File: config.mk
export PLATFORM = sky130hd
export DESIGN_NAME = life_generation_step_core
export DESIGN_NICKNAME = d
export VERILOG_FILES = /design/src/hw/rtl/lgs_pkg.sv /design/src/hw/rtl/lgs_ctrl.sv /design/src/hw/rtl/lgs_datapath.sv /design/src/hw/rtl/life_generation_step_core.sv
export SDC_FILE = /design/constraint.sdc
export NUM_CORES = 2
export LEC_CHECK = 0
export CORE_ASPECT_RATIO = 1.4
export CORE_MARGIN = 5
export CORE_UTILIZATION = 55
export DETAILED_ROUTE_END_ITERATION = 8
export DONT_BUFFER_PORTS = 1
export PLACE_DENSITY = 0.67
export SYNTH_ARGS = -nofsm -noshare
export SYNTH_HDL_FRONTEND = slang
export SYNTH_SLANG_ARGS = --single-unit
File: constraint.sdc
create_clock -name clk -period 5.54 [get_ports clk]
set_input_delay 0 -clock clk [delete_from_list [all_inputs] [get_ports clk]]
set_output_delay 0 -clock clk [all_outputs]
set_load 0.02 [all_outputs]
File: src/hw/rtl/lgs_pkg.sv
// Shared constants and controller/datapath interface types for the Life generation step.
`default_nettype none
package lgs_pkg;

  // Grid size in cells.
  localparam int WIDTH  = 32;
  localparam int HEIGHT = 32;

  // Row index width and the widths of the stream payloads.
  localparam int ROW_IDX_W   = $clog2(HEIGHT);
  localparam int CELLS_W     = 32;
  localparam int ROW_NUM_W   = 5;
  localparam int OUT_FIELD_W = CELLS_W + ROW_NUM_W;
  localparam int OUT_DATA_W  = ((OUT_FIELD_W + 7) / 8) * 8;

  // Commands from the controller to the datapath.
  typedef struct packed {
    logic load;   // store the incoming row
    logic emit;   // compute one new row into the output register
  } lgs_cmd_t;

  // Status from the datapath to the controller.
  typedef struct packed {
    logic load_last;  // the next stored row completes the grid
    logic emit_last;  // the row being computed is the bottom row
    logic out_free;   // the output register can take a new row
  } lgs_status_t;

endpackage
`default_nettype wire

File: src/hw/rtl/lgs_ctrl.sv
// Controller state machine: alternates between loading the grid and emitting a generation.
`default_nettype none
module lgs_ctrl
  import lgs_pkg::*;
(
  input  wire logic        clk,
  input  wire logic        rst,
  input  wire logic        s_tvalid,
  output logic             s_tready,
  input  wire lgs_status_t status,
  output lgs_cmd_t         cmd
);

  typedef enum logic [1:0] {
    ST_LOAD = 2'b01,
    ST_EMIT = 2'b10
  } state_t;

  state_t state;
  state_t state_next;

  // Command decode and next-state selection.
  always_comb begin
    state_next = state;
    s_tready   = 1'b0;
    cmd        = '0;
    case (state)
      ST_LOAD: begin
        s_tready = 1'b1;
        cmd.load = s_tvalid;
        if (s_tvalid && status.load_last) begin
          state_next = ST_EMIT;
        end
      end
      ST_EMIT: begin
        cmd.emit = status.out_free;
        if (status.out_free && status.emit_last) begin
          state_next = ST_LOAD;
        end
      end
      default: begin
        state_next = ST_LOAD;
      end
    endcase
  end

  // State register.
  always_ff @(posedge clk) begin
    if (rst) begin
      state <= ST_LOAD;
    end else begin
      state <= state_next;
    end
  end

endmodule
`default_nettype wire

File: src/hw/rtl/lgs_datapath.sv
// Datapath: grid row memory, three-row window, Life rule and output register.
`default_nettype none
module lgs_datapath
  import lgs_pkg::*;
(
  input  wire logic                  clk,
  input  wire logic                  rst,
  input  wire lgs_cmd_t              cmd,
  output lgs_status_t                status,
  input  wire logic [CELLS_W-1:0]    in_row,
  output logic                       out_valid,
  input  wire logic                  out_ready,
  output logic [CELLS_W-1:0]         out_cells,
  output logic [ROW_NUM_W-1:0]       out_row_num,
  output logic                       out_final
);

  localparam logic [ROW_IDX_W-1:0] LAST_ROW = ROW_IDX_W'(HEIGHT - 1);

  // Grid row memory, one write port and one registered read port.
  logic [WIDTH-1:0]     mem [HEIGHT];
  logic [WIDTH-1:0]     rd_data;
  logic [ROW_IDX_W-1:0] rd_addr;
  logic                 rd_en;

  logic [ROW_IDX_W-1:0] load_cnt;
  logic [ROW_IDX_W-1:0] emit_cnt;
  logic [ROW_IDX_W:0]   emit_ahead;

  // Row window: the row above, the current row, and the saved top row for wrap.
  logic [WIDTH-1:0] prev_row;
  logic [WIDTH-1:0] cur_row;
  logic [WIDTH-1:0] top_row;
  logic [WIDTH-1:0] next_row;
  logic [WIDTH-1:0] in_masked;
  logic [WIDTH-1:0] life_row;

  // One generation of the rule for a row, with columns wrapping around.
  function automatic logic [WIDTH-1:0] life_step(input logic [WIDTH-1:0] above,
                                                 input logic [WIDTH-1:0] mid,
                                                 input logic [WIDTH-1:0] below);
    logic [WIDTH-1:0] res;
    logic [3:0]       cnt;
    int               xl;
    int               xr;
    res = '0;
    for (int x = 0; x < WIDTH; x++) begin
      xl  = (x == 0) ? WIDTH - 1 : x - 1;
      xr  = (x == WIDTH - 1) ? 0 : x + 1;
      cnt = 4'(above[xl]) + 4'(above[x]) + 4'(above[xr]) + 4'(mid[xl]) + 4'(mid[xr])
          + 4'(below[xl]) + 4'(below[x]) + 4'(below[xr]);
      res[x] = (cnt == 4'd3) || (mid[x] && (cnt == 4'd2));
    end
    return res;
  endfunction

  assign in_masked  = WIDTH'(in_row);
  assign next_row   = (emit_cnt == LAST_ROW) ? top_row : rd_data;
  assign life_row   = life_step(prev_row, cur_row, next_row);
  assign emit_ahead = {1'b0, emit_cnt} + (ROW_IDX_W + 1)'(2);

  // The first read of a generation fetches row one; later reads run two rows ahead.
  always_comb begin
    rd_en   = 1'b0;
    rd_addr = ROW_IDX_W'(1);
    if (cmd.load && status.load_last) begin
      rd_en = 1'b1;
    end else if (cmd.emit && (emit_ahead < (ROW_IDX_W + 1)'(HEIGHT))) begin
      rd_en   = 1'b1;
      rd_addr = emit_ahead[ROW_IDX_W-1:0];
    end
  end

  assign status.load_last = (load_cnt == LAST_ROW);
  assign status.emit_last = (emit_cnt == LAST_ROW);
  assign status.out_free  = !out_valid || out_ready;

  // Memory write and read.
  always_ff @(posedge clk) begin
    if (cmd.load) begin
      mem[load_cnt] <= in_masked;
    end
    if (rd_en) begin
      rd_data <= mem[rd_addr];
    end
  end

  // Row counters.
  always_ff @(posedge clk) begin
    if (rst) begin
      load_cnt <= '0;
      emit_cnt <= '0;
    end else begin
      if (cmd.load) begin
        load_cnt <= status.load_last ? '0 : load_cnt + ROW_IDX_W'(1);
      end
      if (cmd.emit) begin
        emit_cnt <= status.emit_last ? '0 : emit_cnt + ROW_IDX_W'(1);
      end
    end
  end

  // Row window: primed by the last loaded row, slid down by each emitted row.
  always_ff @(posedge clk) begin
    if (cmd.load && (load_cnt == '0)) begin
      top_row <= in_masked;
    end
    if (cmd.load && status.load_last) begin
      prev_row <= in_masked;
      cur_row  <= top_row;
    end else if (cmd.emit) begin
      prev_row <= cur_row;
      cur_row  <= next_row;
    end
  end

  // Output register, decoupled from the input side.
  always_ff @(posedge clk) begin
    if (rst) begin
      out_valid <= 1'b0;
    end else if (cmd.emit) begin
      out_valid <= 1'b1;
    end else if (out_ready) begin
      out_valid <= 1'b0;
    end
  end

  always_ff @(posedge clk) begin
    if (cmd.emit) begin
      out_cells   <= CELLS_W'(life_row);
      out_row_num <= ROW_NUM_W'(emit_cnt);
      out_final   <= status.emit_last;
    end
  end

endmodule
`default_nettype wire

File: src/hw/rtl/life_generation_step_core.sv
// Top level of the Life generation step: stream ports, controller and datapath.
//
// Rows of the grid arrive one per transaction, top row first, and are stored at one per
// cycle. The transaction that delivers the bottom row starts a generation: the block then
// stops accepting rows and emits all HEIGHT new rows in order, one per cycle while the
// output is taken. After the bottom row is accepted the controller enters its emit state
// and writes the first new row into the output register once that register is free. The
// single read port of the row memory, read one row ahead, sets the emit pace. Loading of
// the next grid may begin while the last new row still waits in the output register. Row
// and column edges wrap around.
`default_nettype none
module life_generation_step_core
  import lgs_pkg::*;
(
  input  wire logic                  clk,
  input  wire logic                  rst,
  input  wire logic                  s_tvalid,
  output logic                       s_tready,
  input  wire logic [CELLS_W-1:0]    s_tdata,   // [31:0] row_cells
  output logic                       m_tvalid,
  input  wire logic                  m_tready,
  output logic [OUT_DATA_W-1:0]      m_tdata,   // [31:0] next_row_cells, [36:32] row_number
  output logic                       m_tlast    // final_row
);

  lgs_cmd_t                cmd;
  lgs_status_t             status;
  logic [CELLS_W-1:0]      out_cells;
  logic [ROW_NUM_W-1:0]    out_row_num;

  lgs_ctrl u_ctrl (
    .clk      (clk),
    .rst      (rst),
    .s_tvalid (s_tvalid),
    .s_tready (s_tready),
    .status   (status),
    .cmd      (cmd)
  );

  lgs_datapath u_datapath (
    .clk         (clk),
    .rst         (rst),
    .cmd         (cmd),
    .status      (status),
    .in_row      (s_tdata),
    .out_valid   (m_tvalid),
    .out_ready   (m_tready),
    .out_cells   (out_cells),
    .out_row_num (out_row_num),
    .out_final   (m_tlast)
  );

  // Pack the result fields, lowest field first, zero filled to whole bytes.
  assign m_tdata = OUT_DATA_W'({out_row_num, out_cells});

endmodule
`default_nettype wire

# [Yosys cells after proc, flatten, opt, wreduce, memory -nomap -nowiden]
# Memories as Yosys holds them, arrays and structs flattened. A register that Yosys moved wholly into a read port is not among the register bits.
# Cells that the tools add are included.
[word_totals] wordCells=405 memories=1 latchBits=0 romBits=0 ramBits=1024 out_inout_bits=43 regBits=147
[mem_list] name="u_datapath.mem" depth=32 width=32 rd=1 rd_ports_with_merged_regs=1 write_ports=1 line_no="lgs_datapath.sv:21" source="logic [WIDTH-1:0] mem [HEIGHT];"
[op_classes] n_mux=21 n_addsub=227 n_shift=0 n_reduce_logical=75 mul=0 div_mod_pow=0 magnitude_cmp=1 bitwise_logic=0 eq_ne=70
[op_table] cell="$add A4 B1 Y4" n=192
[op_table] cell="$eq A4 B2 Y1 const B" n=64
[op_table] cell="$mux W32" n=5
[op_table] cell="$add A1 B1 Y2" n=32
[op_table] cell="$logic_and A1 B1 Y1" n=37
[op_table] cell="$logic_or A1 B1 Y1" n=33
[op_table] cell="$mux W5" n=4
[op_table] cell="$add A5 B1 Y5 const B" n=2
[op_table] cell="$eq A5 B5 Y1 const B" n=2
[op_table] cell="$mux W1" n=9
[op_table] cell="$add A5 B2 Y6 const B" n=1
[op_table] cell="$lt A6 B6 Y1 const B" n=1
[op_table] cell="$logic_not A5 Y1" n=1
[op_table] cell="$mux W2" n=2
[op_table] cell="$ne A2 B1 Y1 const B" n=2
[op_table] cell="$pmux W2 S2" n=1
[op_table] cell="$reduce_bool A2 Y1" n=2
[op_table] cell="$eq A2 B1 Y1 const B" n=1
[op_table] cell="$eq A2 B2 Y1 const B" n=1
[op_table] cell="$reduce_and A2 Y1" n=1
[op_table] cell="$logic_not A1 Y1" n=1

# [Logic depth before layout (Yosys ltp)]
[logic_depth] ltp_word=10 depth_mapped=16

# [Hierarchy]
# A second synthesis with hierarchy kept.
[unflattened] hier_cells=3217 hier_area_um2=52872.0
[by_module_without_submodules] module="lgs_datapath" n_inst=1 seq_area_each_um2=35954.5 cells_per_inst=3202 area_each_um2=52743.1
[by_module_without_submodules] module="lgs_ctrl" n_inst=1 seq_area_each_um2=40.0 cells_per_inst=11 area_each_um2=102.6
[by_module_without_submodules] module="life_generation_step_core" n_inst=1 seq_area_each_um2=0.0 cells_per_inst=4 area_each_um2=26.3

# [Worst setup path after synthesis]
# Ideal clock, no wire load.
[synth_path] kind="register to register" start="register u_datapath.emit_cnt[1]" end="register u_datapath.out_cells[24] (data pin)" period_less_slack_ps=4359 setup_time_ps=157 stages_incl_launch_ff=16 slack_ps=1181 t_arrival_ps=4202 cell_sequence="dfxtp_1 -> ha_1 -> and3_1 -> ha_1 -> buf_1 -> buf_2 -> mux2i_1 -> fa_1 -> fa_1 -> inv_1 -> fa_1 -> inv_1 -> fa_1 -> a2111oi_0 -> a21oi_1 -> nor3_1"
[synth_lines] item="from (decl)" line_no="lgs_datapath.sv:27" source="logic [ROW_IDX_W-1:0] emit_cnt;"
[synth_lines] item="from (signal assigned)" line_no="lgs_datapath.sv:98" source="emit_cnt <= status.emit_last ? '0 : emit_cnt + ROW_IDX_W'(1);"
[synth_lines] item="to (signal assigned)" line_no="lgs_datapath.sv:130" source="out_cells <= CELLS_W'(life_row);"
[synth_lines] item="to (decl)" line_no="lgs_datapath.sv:13" source="output logic [CELLS_W-1:0] out_cells,"

==> flow_summary.rst <==
.. list-table::
   :header-rows: 1

   * - Metric
     - Value
   * - Outcome
     - complete, no violations
   * - Synth-to-layout area growth
     - 10.9%
   * - Routed via count divided by cell count
     - 6.08
   * - Clock insertion delay at the later pin of the skew report
     - about 720 ps
   * - Root Driver
     - clkbuf_16
   * - Setup WS pre-CTS
     - 968 ps
   * - H-Tree Depth
     - 3
   * - Max rail drop VDD
     - around 0.24 mV
   * - Minimum setup slack in the final design
     - between 1000 and 1500 ps
   * - Startpoint of the worst register-to-register path
     - u_datapath.emit_cnt[3]
   * - Minimum period implied by the final worst setup slack
     - 4540 ps
   * - Setup CP Type
     - register to register
   * - Buffers on Ports
     - 0
   * - Fraction of the yosys area taken by sequential cells
     - 0.662
   * - Clock net sink count
     - between 1k and 1.5k
   * - Cell Rows
     - approximately 140
   * - Number of DRC markers after the initial detailed-route iteration
     - ~3.2k
   * - # Post-CTS Setup Buffers
     - 0
   * - Pwr per Cell Area
     - roughly 300 nW/µm²
   * - Post-Route Utilization
     - 0.614
   * - GRT Overall Usage
     - 0.249
   * - Share of post-route cells with drive strength above 1
     - 0.112
   * - Clock transition at the register clock pins on the worst setup and hold paths after CTS
     - 60 ps
   * - CTS tree
     - done
   * - Fraction of registers with async set or reset after synthesis
     - 0
   * - Global route overflow
     - 0
   * - Number of antenna violations at the first check in global routing
     - 5
   * - Number of fill cells in the layout
     - around 7.3k
   * - First-pass GRT wire length
     - between 150000 and 200000 µm
   * - Source of the worst hold timing path
     - s_tdata[6]
   * - Vias in the first global route
     - between 30k and 40k
   * - Leak
     - just under 20 nW
   * - Number of nets still failing antenna checks after routing
     - 0
   * - Overall die area
     - 105000 µm²
   * - Overall die height
     - about 380 µm
   * - CP Launch Type
     - register
   * - Post-placement cell count
     - 4941
   * - Largest fanout on the critical path
     - 25
   * - Worst-Margin Slew
     - ~1200 ps
   * - Weighted congestion reported at the end of routability-driven placement
     - a little over 0.8
   * - Max-slew violation total from the final report
     - 0
   * - Worst max-slew margin expressed relative to the limit
     - 0.166
   * - IO Pins
     - between 70 and 80
   * - Data required, critical path
     - slightly above 6000 ps
   * - Flop and latch count out of synthesis
     - 1203
   * - Netlist area before placement
     - between 50000 and 60000 µm²
   * - Most area-hungry cell type in the Yosys netlist
     - edfxtp_1
   * - Setup TNS after final layout
     - 0 ps
   * - Top cells by area in the synthesized netlist
     - edfxtp_1 66%, fa_1 4.6%, mux2i_1 3.5%
   * - Number of max-cap violations
     - 0
   * - Post-route design area
     - just over 60000 µm²
   * - Highest achievable clock rate
     - 220 MHz
   * - Syn. warnings
     - 0
   * - FF-to-FF setup slack
     - 1000 ps
   * - Post-route clock period utilization
     - 0.819
   * - Count of cell types in the netlist
     - 56
   * - Effective utilization at floorplan
     - 0.554
   * - Leading cell types by count after synthesis
     - 1190 x edfxtp_1, 318 x inv_1, 277 x nand2_1
   * - Skew final
     - around 28 ps
   * - Worst min-delay path class
     - input pin to register
   * - Pin count of the biggest net entering global routing
     - around 170
   * - RSZ-0062 raised after global routing
     - false
   * - Arrival time at the worst endpoint
     - a little over 5000 ps
   * - Most frequently used cell type in the post-synthesis netlist
     - edfxtp_1
   * - Avg Inst Size Synth
     - about 14 µm²
   * - Count of flip-flops with a built-in enable after synthesis
     - ~1.2k
   * - Top FF cell, synth
     - edfxtp_1
   * - Iteration count of the initial detailed-routing pass
     - 5
   * - Final Total Pwr
     - ~18 mW
   * - Proportion of netlist area held by the largest area contributor
     - 0.657
   * - CTS Buffer Depth
     - 3
   * - Core area
     - 98200 µm²
   * - Final net count
     - about 4.1k
   * - Number of instances in the synthesized netlist
     - between 3k and 4k
   * - Cell Count, Final, Fillers Out
     - roughly 5.2k
   * - Origin of the worst setup path
     - u_datapath.emit_cnt[3]
   * - HPWL Detailed
     - ~77000 µm
   * - Drc violations
     - 0
   * - Via Count
     - around 32k
   * - Final count of hold timing violations
     - 0
   * - Die outline width
     - about 280 µm
   * - DR WL/cell
     - between 20 and 30 µm
   * - Min Hold Slack
     - ~200 ps
   * - Wire length reported by the detailed router
     - around 130000 µm
   * - Final setup vio count
     - 0
   * - Nature of the critical path endpoint
     - register
   * - Placed inst area
     - around 56000 µm²
   * - CTS Buf Count
     - approximately 110
routing by layer:
metal,up-vias,global-route usage,share of wire
li1,14212,-,-
met1,16190,0.329,0.40
met2,1068,0.431,0.51
met3,215,0.0370,0.062
met4,2,0.0731,0.026
met5,-,0,0.000091
cells by family after synthesis:
family | Yosys count | synth area share
fa+ha+maj | 232 | 0.0708
simple gates | 752 | 0.0622
compound gates | 749 | 0.0917
xor+xnor | 5 | 0.000806
other cells | 1 | 0.0000690
buf+inv | 557 | 0.0436
mux | 289 | 0.0687
flops | 1203 | 0.662
placed cells by master (no fill, tap or decap), types with 35 or more instances in the layout:
master         instances
dlygate4sd3_1         35
nor2_1               172
nor3_1                70
ha_1                 104
inv_1                317
nand2b_1              64
o211ai_1              94
edfxtp_1            1190
mux2i_1              192
buf_4                 67
mux4_2                64
buf_12                36
a21oi_1              196
o21ai_1               59
nand3_1               68
a22oi_1               63
clkbuf_16            113
nand2_1              274
fa_1                 126
nand3b_1              36
o21ai_0              104
final timing paths:
check | end | cells past startpoint
worst min-delay path | u_datapath.mem[19][6] | 2
worst min register to register | u_datapath.out_row_num[0] | 0
worst max register to register | u_datapath.out_cells[24] | 13
worst max-delay path | u_datapath.out_cells[24] | 13
sequential cells by signal (all words and copies together) (netlist names):
name / flops
u_datapath.rd_data: 32
u_datapath.out_row_num: 5
u_datapath.top_row: 32
u_datapath.out_final: 1
u_datapath.load_cnt: 5
u_datapath.out_valid: 1
u_datapath.emit_cnt: 5
u_datapath.prev_row: 32
u_ctrl.state: 2
u_datapath.mem: 1024
u_datapath.out_cells: 32
u_datapath.cur_row: 32
worst max-delay path: stages, from the launching register on:
cell	delay, ps
dfxtp_1	570
and3_1	230
ha_2	350
buf_12	260
mux2i_1	650
fa_1	560
fa_1	450
inv_1	80
fa_1	170
inv_1	50
fa_1	380
a2111oi_0	360
a21oi_1	70
nor3_1	190
layout make-up:
cell class	count	area [µm²]	area share
inverters	319	1200	0.0199
diodes	4	10.0	0.000166
clock buffers	140	2930	0.0486
flip-flops and latches	1203	36000	0.597
repair buffers	138	1570	0.0261
well taps	1311	1640	0.0272
multi-input cells	2030	16300	0.271
clock inverters	65	624	0.0104
power by group:
group / leakage, nW / switching (mW) / internal [mW]
clock network: 1.73 / 3.33 / 4.21
logic: 6.96 / 0.213 / 0.0756
registers: 10.9 / 0.0197 / 10.0
timing repair:
| action | CTS | global route |
|---|---|---|
| hold buffers | 60 | 0 |
| hold endpoints to repair | 1101 | 0 |
| gates resized for setup | 0 | 0 |
No activity file was read; power rests on OpenSTA's default activity.
